**src/design/sms_pkg.sv**
```systemverilog
// ----------------------------------------------------------------------------
// SPI master byte shifter package
// Request codes, queue word layout and transfer modes shared by the block.
// ----------------------------------------------------------------------------
package sms_pkg;

    // Request codes on the command channel.
    localparam logic [2:0] REQ_TICK     = 3'd0;
    localparam logic [2:0] REQ_SELECT   = 3'd1;
    localparam logic [2:0] REQ_DESELECT = 3'd2;
    localparam logic [2:0] REQ_WRITE    = 3'd3;
    localparam logic [2:0] REQ_READ     = 3'd4;
    localparam logic [2:0] REQ_READ_ID  = 3'd5;

    // JEDEC read-ID opcode.
    localparam logic [7:0] JEDEC_READ_ID = 8'h9F;

    // Depth of the queue between the front and back parts.
    localparam int QUEUE_DEPTH = 2;

    // Classified operation handed from the front to the back.
    typedef enum logic [2:0] {
        OP_TICK,
        OP_SELECT,
        OP_DESELECT,
        OP_WRITE,
        OP_READ,
        OP_READ_ID,
        OP_INVALID
    } op_t;

    typedef struct packed {
        op_t        op;
        logic [7:0] tx_byte;
        logic       miso_level;
    } q_word_t;

    // Transfer mode of the shifter.
    typedef enum logic [2:0] {
        MODE_IDLE,
        MODE_WRITE,
        MODE_READ,
        MODE_ID_CMD,
        MODE_ID_READ
    } mode_t;

endpackage

```
**src/design/sms_if.sv**
```systemverilog
// ----------------------------------------------------------------------------
// SPI master byte shifter channels
// Valid/ready channels for request words and result words.
// ----------------------------------------------------------------------------
interface sms_req_if;
    logic       valid;
    logic       ready;
    logic [2:0] req_type;
    logic [7:0] tx_byte;
    logic       miso_level;

    modport source (output valid, output req_type, output tx_byte, output miso_level,
                    input ready);
    modport sink (input valid, input req_type, input tx_byte, input miso_level,
                  output ready);
endinterface

interface sms_res_if;
    logic        valid;
    logic        ready;
    logic        sclk;
    logic        mosi;
    logic        cs_n;
    logic [31:0] rx_word;
    logic        done_res;
    logic        busy_res;
    logic        rejected;

    modport source (output valid, output sclk, output mosi, output cs_n, output rx_word,
                    output done_res, output busy_res, output rejected, input ready);
    modport sink (input valid, input sclk, input mosi, input cs_n, input rx_word,
                  input done_res, input busy_res, input rejected, output ready);
endinterface

```
**src/design/sms_front.sv**
```systemverilog
// ----------------------------------------------------------------------------
// SPI master byte shifter front
// Accepts request words, classifies the request code and stages the word.
// ----------------------------------------------------------------------------
module sms_front (
    input  logic             clk,
    input  logic             rst_n,
    sms_req_if.sink          req,
    output sms_pkg::q_word_t q_word,
    output logic             q_push,
    input  logic             q_full
);
    import sms_pkg::*;

    logic    stage_valid_reg;
    q_word_t stage_reg;
    op_t     op_class;
    logic    take;

    // Map the raw request code onto an operation; unused codes are invalid.
    always_comb
    begin
        unique case (req.req_type)
            REQ_TICK:     op_class = OP_TICK;
            REQ_SELECT:   op_class = OP_SELECT;
            REQ_DESELECT: op_class = OP_DESELECT;
            REQ_WRITE:    op_class = OP_WRITE;
            REQ_READ:     op_class = OP_READ;
            REQ_READ_ID:  op_class = OP_READ_ID;
            default:      op_class = OP_INVALID;
        endcase
    end

    // The stage frees up whenever its word moves into the queue.
    assign q_push    = stage_valid_reg && !q_full;
    assign req.ready = !stage_valid_reg || !q_full;
    assign take      = req.valid && req.ready;
    assign q_word    = stage_reg;

    always_ff @(posedge clk or negedge rst_n)
    begin
        if (!rst_n)
        begin
            stage_valid_reg <= 1'b0;
        end
        else if (take)
        begin
            stage_valid_reg <= 1'b1;
        end
        else if (q_push)
        begin
            stage_valid_reg <= 1'b0;
        end
    end

    always_ff @(posedge clk)
    begin
        if (take)
        begin
            stage_reg.op         <= op_class;
            stage_reg.tx_byte    <= req.tx_byte;
            stage_reg.miso_level <= req.miso_level;
        end
    end

endmodule

```
**src/design/sms_queue.sv**
```systemverilog
// ----------------------------------------------------------------------------
// SPI master byte shifter queue
// Short first-in first-out buffer between the front and the back.
// ----------------------------------------------------------------------------
module sms_queue (
    input  logic             clk,
    input  logic             rst_n,
    input  sms_pkg::q_word_t push_word,
    input  logic             push,
    output logic             full,
    output sms_pkg::q_word_t head_word,
    output logic             head_valid,
    input  logic             head_ready
);
    import sms_pkg::*;

    localparam int PTR_W = (QUEUE_DEPTH > 1) ? $clog2(QUEUE_DEPTH) : 1;
    localparam int CNT_W = $clog2(QUEUE_DEPTH + 1);
    localparam logic [PTR_W-1:0] LAST_PTR = PTR_W'(QUEUE_DEPTH - 1);
    localparam logic [CNT_W-1:0] FULL_CNT = CNT_W'(QUEUE_DEPTH);

    q_word_t          mem [QUEUE_DEPTH];
    logic [PTR_W-1:0] wr_ptr_reg;
    logic [PTR_W-1:0] rd_ptr_reg;
    logic [CNT_W-1:0] count_reg;
    logic             pop;
    logic             do_push;

    assign full       = (count_reg == FULL_CNT);
    assign head_valid = (count_reg != '0);
    assign head_word  = mem[rd_ptr_reg];
    assign pop        = head_valid && head_ready;
    assign do_push    = push && !full;

    // Pointers wrap at the queue depth.
    always_ff @(posedge clk or negedge rst_n)
    begin
        if (!rst_n)
        begin
            wr_ptr_reg <= '0;
            rd_ptr_reg <= '0;
            count_reg  <= '0;
        end
        else
        begin
            if (do_push)
            begin
                wr_ptr_reg <= (wr_ptr_reg == LAST_PTR) ? '0 : wr_ptr_reg + 1'b1;
            end
            if (pop)
            begin
                rd_ptr_reg <= (rd_ptr_reg == LAST_PTR) ? '0 : rd_ptr_reg + 1'b1;
            end
            if (do_push && !pop)
            begin
                count_reg <= count_reg + 1'b1;
            end
            else if (pop && !do_push)
            begin
                count_reg <= count_reg - 1'b1;
            end
        end
    end

    always_ff @(posedge clk)
    begin
        if (do_push)
        begin
            mem[wr_ptr_reg] <= push_word;
        end
    end

endmodule

```
**src/design/sms_back.sv**
```systemverilog
// ----------------------------------------------------------------------------
// SPI master byte shifter back
// Runs the shifter state for each queued word and registers the result word.
// ----------------------------------------------------------------------------
module sms_back #(
    parameter int ID_BYTES = 4
) (
    input  logic             clk,
    input  logic             rst_n,
    input  sms_pkg::q_word_t head_word,
    input  logic             head_valid,
    output logic             head_ready,
    sms_res_if.source        res
);
    import sms_pkg::*;

    localparam int ID_COUNT = (ID_BYTES < 1) ? 1 : ((ID_BYTES > 4) ? 4 : ID_BYTES);
    localparam logic [2:0] ID_LAST = 3'(ID_COUNT);
    localparam logic [3:0] BITS_PER_BYTE = 4'd8;

    mode_t       mode_reg, mode_next;
    logic        phase_reg, phase_next;
    logic [3:0]  bit_cnt_reg, bit_cnt_next;
    logic [2:0]  byte_cnt_reg, byte_cnt_next;
    logic [7:0]  out_shift_reg, out_shift_next;
    logic [31:0] in_shift_reg, in_shift_next;
    logic        sclk_reg, sclk_next;
    logic        mosi_reg, mosi_next;
    logic        cs_reg, cs_next;
    logic        done, rejected;
    logic        res_valid_reg;
    logic        pop;
    logic        reading;
    logic [1:0]  lane;
    logic [3:0]  bit_inc;
    logic [2:0]  byte_inc;
    logic [31:0] sampled;

    assign pop        = head_valid && (!res_valid_reg || res.ready);
    assign head_ready = !res_valid_reg || res.ready;

    // Shift the MISO bit into the selected byte lane of the receive word.
    assign reading  = (mode_reg == MODE_READ) || (mode_reg == MODE_ID_READ);
    assign lane     = (mode_reg == MODE_ID_READ) ? byte_cnt_reg[1:0] : 2'd0;
    assign bit_inc  = bit_cnt_reg + 4'd1;
    assign byte_inc = byte_cnt_reg + 3'd1;

    always_comb
    begin
        sampled = in_shift_reg;
        for (int l = 0; l < 4; l++)
        begin
            if (lane == 2'(l))
            begin
                sampled[8*l +: 8] = {in_shift_reg[8*l +: 7], head_word.miso_level};
            end
        end
    end

    // Next state for one word.
    always_comb
    begin
        mode_next      = mode_reg;
        phase_next     = phase_reg;
        bit_cnt_next   = bit_cnt_reg;
        byte_cnt_next  = byte_cnt_reg;
        out_shift_next = out_shift_reg;
        in_shift_next  = in_shift_reg;
        sclk_next      = sclk_reg;
        mosi_next      = mosi_reg;
        cs_next        = cs_reg;
        done           = 1'b0;
        rejected       = 1'b0;

        case (head_word.op)
            OP_TICK:
            begin
                if (mode_reg != MODE_IDLE)
                begin
                    if (!phase_reg)
                    begin
                        // Low phase: drive the next bit or sample MISO.
                        sclk_next  = 1'b0;
                        phase_next = 1'b1;
                        if (reading)
                        begin
                            in_shift_next = sampled;
                        end
                        else
                        begin
                            mosi_next      = out_shift_reg[7];
                            out_shift_next = {out_shift_reg[6:0], 1'b0};
                        end
                    end
                    else
                    begin
                        // High phase: raise the clock and count the bit.
                        sclk_next    = 1'b1;
                        phase_next   = 1'b0;
                        bit_cnt_next = bit_inc;
                        if (bit_inc == BITS_PER_BYTE)
                        begin
                            bit_cnt_next = 4'd0;
                            if (mode_reg == MODE_ID_CMD)
                            begin
                                mode_next     = MODE_ID_READ;
                                byte_cnt_next = 3'd0;
                            end
                            else if ((mode_reg == MODE_ID_READ) && (byte_inc < ID_LAST))
                            begin
                                byte_cnt_next = byte_inc;
                            end
                            else
                            begin
                                if (mode_reg == MODE_ID_READ)
                                begin
                                    cs_next = 1'b1;
                                end
                                mode_next     = MODE_IDLE;
                                byte_cnt_next = 3'd0;
                                done          = 1'b1;
                            end
                        end
                    end
                end
            end
            OP_INVALID:
            begin
                rejected = 1'b1;
            end
            default:
            begin
                if (mode_reg != MODE_IDLE)
                begin
                    rejected = 1'b1;
                end
                else
                begin
                    phase_next    = 1'b0;
                    bit_cnt_next  = 4'd0;
                    byte_cnt_next = 3'd0;
                    case (head_word.op)
                        OP_SELECT:
                        begin
                            cs_next = 1'b0;
                        end
                        OP_DESELECT:
                        begin
                            cs_next = 1'b1;
                        end
                        OP_WRITE:
                        begin
                            out_shift_next = head_word.tx_byte;
                            mode_next      = MODE_WRITE;
                        end
                        OP_READ:
                        begin
                            in_shift_next = 32'd0;
                            mode_next     = MODE_READ;
                        end
                        default:
                        begin
                            cs_next        = 1'b0;
                            out_shift_next = JEDEC_READ_ID;
                            in_shift_next  = 32'd0;
                            mode_next      = MODE_ID_CMD;
                        end
                    endcase
                end
            end
        endcase
    end

    // Transfer mode register.
    always_ff @(posedge clk or negedge rst_n)
    begin
        if (!rst_n)
        begin
            mode_reg <= MODE_IDLE;
        end
        else if (pop)
        begin
            mode_reg <= mode_next;
        end
    end

    // Shifter datapath and pin levels.
    always_ff @(posedge clk or negedge rst_n)
    begin
        if (!rst_n)
        begin
            phase_reg     <= 1'b0;
            bit_cnt_reg   <= 4'd0;
            byte_cnt_reg  <= 3'd0;
            out_shift_reg <= 8'd0;
            in_shift_reg  <= 32'd0;
            sclk_reg      <= 1'b0;
            mosi_reg      <= 1'b0;
            cs_reg        <= 1'b1;
        end
        else if (pop)
        begin
            phase_reg     <= phase_next;
            bit_cnt_reg   <= bit_cnt_next;
            byte_cnt_reg  <= byte_cnt_next;
            out_shift_reg <= out_shift_next;
            in_shift_reg  <= in_shift_next;
            sclk_reg      <= sclk_next;
            mosi_reg      <= mosi_next;
            cs_reg        <= cs_next;
        end
    end

    // Result word register.
    always_ff @(posedge clk or negedge rst_n)
    begin
        if (!rst_n)
        begin
            res_valid_reg <= 1'b0;
        end
        else if (pop)
        begin
            res_valid_reg <= 1'b1;
        end
        else if (res.ready)
        begin
            res_valid_reg <= 1'b0;
        end
    end

    always_ff @(posedge clk)
    begin
        if (pop)
        begin
            res.sclk     <= sclk_next;
            res.mosi     <= mosi_next;
            res.cs_n     <= cs_next;
            res.rx_word  <= in_shift_next;
            res.done_res <= done;
            res.busy_res <= (mode_next != MODE_IDLE);
            res.rejected <= rejected;
        end
    end

    assign res.valid = res_valid_reg;

endmodule

```
**src/design/spi_master_byte_shifter.sv**
```systemverilog
// ----------------------------------------------------------------------------
// SPI master byte shifter
// Mode 0 SPI master with byte write, byte read and JEDEC read-ID sequences.
// ----------------------------------------------------------------------------
// Usage: the req channel carries request words (tick, select, deselect,
// write byte, read byte, read ID). A tick is one half-bit period and carries
// the sampled MISO level. Each request word gives exactly one result word on
// the res channel with the pin levels after that word, the receive word and
// the done, busy and rejected flags. Commands that arrive during a transfer
// are rejected and leave the state alone.
// From acceptance to the result being offered, the word is written into the
// front stage, then into the queue and then into the result register.
// Throughput is one word per cycle while the receiver takes results; the
// back part updates the shifter state once per word.
// When the receiver stalls, the result register holds its word, the queue
// and the front stage fill, and then req.ready drops; no word is lost.
// Reset empties the front stage, the queue and the result register, sets the
// shifter idle with the clock and MOSI low and chip select high.
// ----------------------------------------------------------------------------
module spi_master_byte_shifter #(
    parameter int ID_BYTES = 4
) (
    input  logic      clk,
    input  logic      rst_n,
    sms_req_if.sink   req,
    sms_res_if.source res
);
    import sms_pkg::*;

    q_word_t stage_word;
    q_word_t head_word;
    logic    q_push;
    logic    q_full;
    logic    head_valid;
    logic    head_ready;

    sms_front u_front (
        .clk    (clk),
        .rst_n  (rst_n),
        .req    (req),
        .q_word (stage_word),
        .q_push (q_push),
        .q_full (q_full)
    );

    sms_queue u_queue (
        .clk        (clk),
        .rst_n      (rst_n),
        .push_word  (stage_word),
        .push       (q_push),
        .full       (q_full),
        .head_word  (head_word),
        .head_valid (head_valid),
        .head_ready (head_ready)
    );

    sms_back #(
        .ID_BYTES (ID_BYTES)
    ) u_back (
        .clk        (clk),
        .rst_n      (rst_n),
        .head_word  (head_word),
        .head_valid (head_valid),
        .head_ready (head_ready),
        .res        (res)
    );

endmodule
```
**src/flat_wrapper.sv**
```systemverilog
// flat-port wrapper written by rule: the top's interface ports become plain ports
module spi_master_byte_shifter_flat import sms_pkg::*;
#(
    parameter int ID_BYTES = 4
)
  (clk, rst_n, req_valid, req_req_type, req_tx_byte, req_miso_level, req_ready, res_valid, res_sclk, res_mosi, res_cs_n, res_rx_word, res_done_res, res_busy_res, res_rejected, res_ready);
  sms_req_if req_i ();
  sms_res_if res_i ();
  input  logic clk;
  input  logic rst_n;
  input wire logic [$bits(req_i.valid)-1:0] req_valid;
  input wire logic [$bits(req_i.req_type)-1:0] req_req_type;
  input wire logic [$bits(req_i.tx_byte)-1:0] req_tx_byte;
  input wire logic [$bits(req_i.miso_level)-1:0] req_miso_level;
  output wire logic [$bits(req_i.ready)-1:0] req_ready;
  output wire logic [$bits(res_i.valid)-1:0] res_valid;
  output wire logic [$bits(res_i.sclk)-1:0] res_sclk;
  output wire logic [$bits(res_i.mosi)-1:0] res_mosi;
  output wire logic [$bits(res_i.cs_n)-1:0] res_cs_n;
  output wire logic [$bits(res_i.rx_word)-1:0] res_rx_word;
  output wire logic [$bits(res_i.done_res)-1:0] res_done_res;
  output wire logic [$bits(res_i.busy_res)-1:0] res_busy_res;
  output wire logic [$bits(res_i.rejected)-1:0] res_rejected;
  input wire logic [$bits(res_i.ready)-1:0] res_ready;
  assign req_i.valid = req_valid;
  assign req_i.req_type = req_req_type;
  assign req_i.tx_byte = req_tx_byte;
  assign req_i.miso_level = req_miso_level;
  assign req_ready = req_i.ready;
  assign res_valid = res_i.valid;
  assign res_sclk = res_i.sclk;
  assign res_mosi = res_i.mosi;
  assign res_cs_n = res_i.cs_n;
  assign res_rx_word = res_i.rx_word;
  assign res_done_res = res_i.done_res;
  assign res_busy_res = res_i.busy_res;
  assign res_rejected = res_i.rejected;
  assign res_i.ready = res_ready;
  spi_master_byte_shifter #(.ID_BYTES(ID_BYTES)) u_core (.clk(clk), .rst_n(rst_n), .req(req_i), .res(res_i));
endmodule
```
**config.mk**
```make
export PLATFORM = sky130hd
export DESIGN_NAME = spi_master_byte_shifter_flat
export DESIGN_NICKNAME = d
export VERILOG_FILES = /design/src/design/sms_pkg.sv /design/src/design/sms_if.sv /design/src/design/sms_front.sv /design/src/design/sms_queue.sv /design/src/design/sms_back.sv /design/src/design/spi_master_byte_shifter.sv /design/src/flat_wrapper.sv
export SDC_FILE = /design/constraint.sdc
export NUM_CORES = 1
export LEC_CHECK = 0
export ABC_AREA = 0
export ABC_CLOCK_PERIOD_IN_PS = 11180
export BUFFER_PORTS_ARGS = -buffer_cell sky130_fd_sc_hd__buf_4
export CAP_MARGIN = 20
export CORE_MARGIN = 2
export CORE_UTILIZATION = 63
export CTS_BUF_LIST = sky130_fd_sc_hd__clkbuf_16
export DETAILED_ROUTE_END_ITERATION = 8
export PLACE_DENSITY = 0.91
export SYNTH_ARGS = -nofsm -noshare
export SYNTH_HDL_FRONTEND = slang
export SYNTH_HIERARCHICAL = 1
export SYNTH_SLANG_ARGS = --single-unit
export TNS_END_PERCENT = 30
```
**constraint.sdc**
```tcl
create_clock -name clk -period 11.18 [get_ports clk]
set_input_delay 0 -clock clk [delete_from_list [all_inputs] [get_ports clk]]
set_output_delay 0 -clock clk [all_outputs]
set_load 0.01 [all_outputs]
```
==> run metrics <==
DRC=0; commonest non-fill, non-tap cell in the layout=edfxtp_1; Root Driver=clkbuf_16; Syn. warnings=6; minimum clock period=3910 ps; top sig layer=met4; post-route setup TNS=0 ps; Compound-Gate Fraction of Synth Area=17.0%; wire per inst=19.2 um; pwr dens=239 nW/um^2; htree depth=4; met2 routed WL=6120 um; FF-to-FF setup slack=7270 ps; core outline area=8760 sq um; total CTS buffers=17; # diodes=0; register area share after synthesis=65.2%; Crit Path Category=reg2reg; Die ar.=9850 sq um; hpwl dp=6930 um; first-pass GRT wire length=18700 um; post-route cell area=6920 sq um; wirelength, routed=11500 um; DR iter-0 viols=282; status=complete, no violations; vias in the first global route=3776; maximum VDD drop=163 uV; Pwr Total=0.00165 W; # rows=34; largest net degree at the start of global routing=61; post-synthesis register bit count=134; final worst-path cycle share=35.0%; mapped cell area=5720 sq um; RSZ-0062 raised after global routing=false; Filler cells=462; clock slew at reported path FFs=60 ps; post-synth top area share=38.9%; worst relative slew slack=34.9%; Yosys cell types=57; adder-cell area share of the yosys netlist=1.49%; ys flop type=edfxtp_1; # clock sinks=134; number of enable flip-flop cells after synthesis=74; clk_skew=7.58 ps; max cap viols=0; Hold Path Class=in2reg; WHS Endpoint=u_core/u_back/res.valid$_DFFE_PN0P_; Detail Route Antenna Nets=0; Post-Syn Area per Cell=14.0 sq um; # IOs=56; met3 wire length=687 um; CTS tree=yes; simple-gate share of the synthesized area=7.51%; vias after detailed routing=3857; Worst setup SP type=flop; worst-skew pair later-pin latency=410 ps; routed vias/inst=6.41; PortBufs=55; Post-CTS Setup Bufs=0; die height=99.3 um; Initial Util=65.2%; syn nets=430; Area Growth Syn to Fin=21.1%; Setup violations, final=0; Slew @ Worst Pin=973 ps; Post-Syn Instances=408; GR Overflow Total=0; Max Root-Sink Buffers=2; Critical Path AT=4200 ps; critical path endpoint category=flop; initial antenna violation count=0; largest family of logic cells by synthesized area=compound AO/OA/AOI/OAI gates; Register-to-Register Path Depth=6; asr flop ratio synth=44.8%; GRT Total Usage=24.7%; share of cells above drive strength 1=23.7%; xor/xnor cell area share of the yosys netlist=1.23%; mux cell area share after synthesis=5.19%; GPL Wtd Cong=0.826; commonest non-fill, non-tap cells in the layout=edfxtp_1, a22o_1, dfrtp_1; Slew Limit Fails=0; Synth area leaders=edfxtp_1, dfrtp_1, a22o_1, mux2_2, nor2_1; Critical Path Fanout Max=23; DR pass1 iterations=5; critical path required time=11470 ps; Metal-1 WL=4520 um; Min-Delay Startpoint=res_ready; final hold violations=0; Placed Area=6190 sq um; terminus of the critical flop-to-flop path=u_core/u_back/out_shift_reg[5]$_DFFE_PN0P_; area leader, netlist=edfxtp_1; Die Wd=99.3 um; Reg-to-Reg Start=u_core/u_queue/rd_ptr_reg$_DFFE_PN0P_; Peak Freq=256 MHz; Nets=503; Worst Hold Path Cells=3; Leak=2.89 nW
where the power goes:
group | total, W | internal (W) | switching, W | leakage, nW
sequential | 0.000700 | 0.000649 | 0.0000511 | 1.50
combinational | 0.000415 | 0.000156 | 0.000259 | 1.11
clock | 0.000539 | 0.000329 | 0.000210 | 0.283
total | 0.00165 | 0.00113 | 0.000520 | 2.89
repair_timing:
item | CTS | global route
hold endpoints to repair | 72 | 0
resized for setup | 0 | 0
hold buffers | 14 | 0
metrics by stage:
| stage | utilization [%] | std cells | worst slack [ps] | hold WS (ps) |
|---|---|---|---|---|
| after floorplan | - | 408 | 7650 | -296 |
| final | 79.0 | 602 | 7270 | 69.6 |
| after CTS | 78.9 | 601 | 7320 | 47.6 |
| after detailed placement | 70.7 | 555 | 7350 | 118 |
| after global placement | 70.7 | 555 | 7470 | 110 |
| after global routing | 79.0 | 602 | 7060 | 126 |
worst max-delay path by stage:
stage | startpoint | end | slack, ps | depth (start not counted)
after floorplan | u_core/u_queue/rd_ptr_reg$_DFFE_PN0P_ | u_core/u_back/out_shift_reg[5]$_DFFE_PN0P_ | 7650 | 11
after global placement | u_core/u_queue/rd_ptr_reg$_DFFE_PN0P_ | u_core/u_back/out_shift_reg[5]$_DFFE_PN0P_ | 7470 | 6
after detailed placement | u_core/u_queue/rd_ptr_reg$_DFFE_PN0P_ | u_core/u_back/out_shift_reg[6]$_DFFE_PN0P_ | 7350 | 6
after CTS | u_core/u_queue/rd_ptr_reg$_DFFE_PN0P_ | u_core/u_back/out_shift_reg[6]$_DFFE_PN0P_ | 7320 | 6
after global routing | u_core/u_queue/rd_ptr_reg$_DFFE_PN0P_ | u_core/u_back/out_shift_reg[5]$_DFFE_PN0P_ | 7060 | 6
final | u_core/u_queue/rd_ptr_reg$_DFFE_PN0P_ | u_core/u_back/out_shift_reg[5]$_DFFE_PN0P_ | 7270 | 6
per-layer routing:
metal / vias up / global-route usage, %
li1: 1755 / -
met1: 1906 / 29.3
met2: 177 / 43.2
met3: 19 / 6.68
met4: 0 / 9.48
met5: - / 0
cell usage after synthesis (3+ instances only):
master    number
a211oi_1       3
a21o_1         4
a21oi_1        5
a22o_1        64
a41o_1         3
buf_2          3
clkbuf_1      10
dfrtp_1       59
edfxtp_1      74
ha_1           6
inv_1         15
mux2_2        21
mux2i_1        6
nand2_1       12
nand2b_1       6
nand3_1        6
nand4_1        4
nor2_1        21
nor2b_1        8
nor3_1         4
nor3_2         3
o211ai_1       3
o21ai_0        7
o22ai_1        6
o31ai_1        5
xnor2_1        4
xor2_1         4
final cells by class:
class	count	area, sq um	area share (%)
clock buffer	17	425	6.15
tap	108	135	1.95
clock inverter	15	153	2.21
multi-input combinational	241	1850	26.8
sequential	134	3720	53.8
timing repair buffer	71	568	8.21
inverter	16	60.1	0.868
worst max-delay path, stage by stage, from the launching register on:
cell and delay [ps]:
dfrtp_1 660, mux2_2 510, or3_1 720, ha_1 430
nand4_1 300, a211oi_2 740, mux2_2 410
logic make-up after synthesis:
logic type,count (synthesis)
XOR/XNOR,8
multiplexers,27
adder cells (fa/ha/maj),7
flip-flops,134
AO/OA/AOI/OAI,120
buffers and inverters,33
AND/OR/NAND/NOR,79
Power figures use the tool's default switching activity.
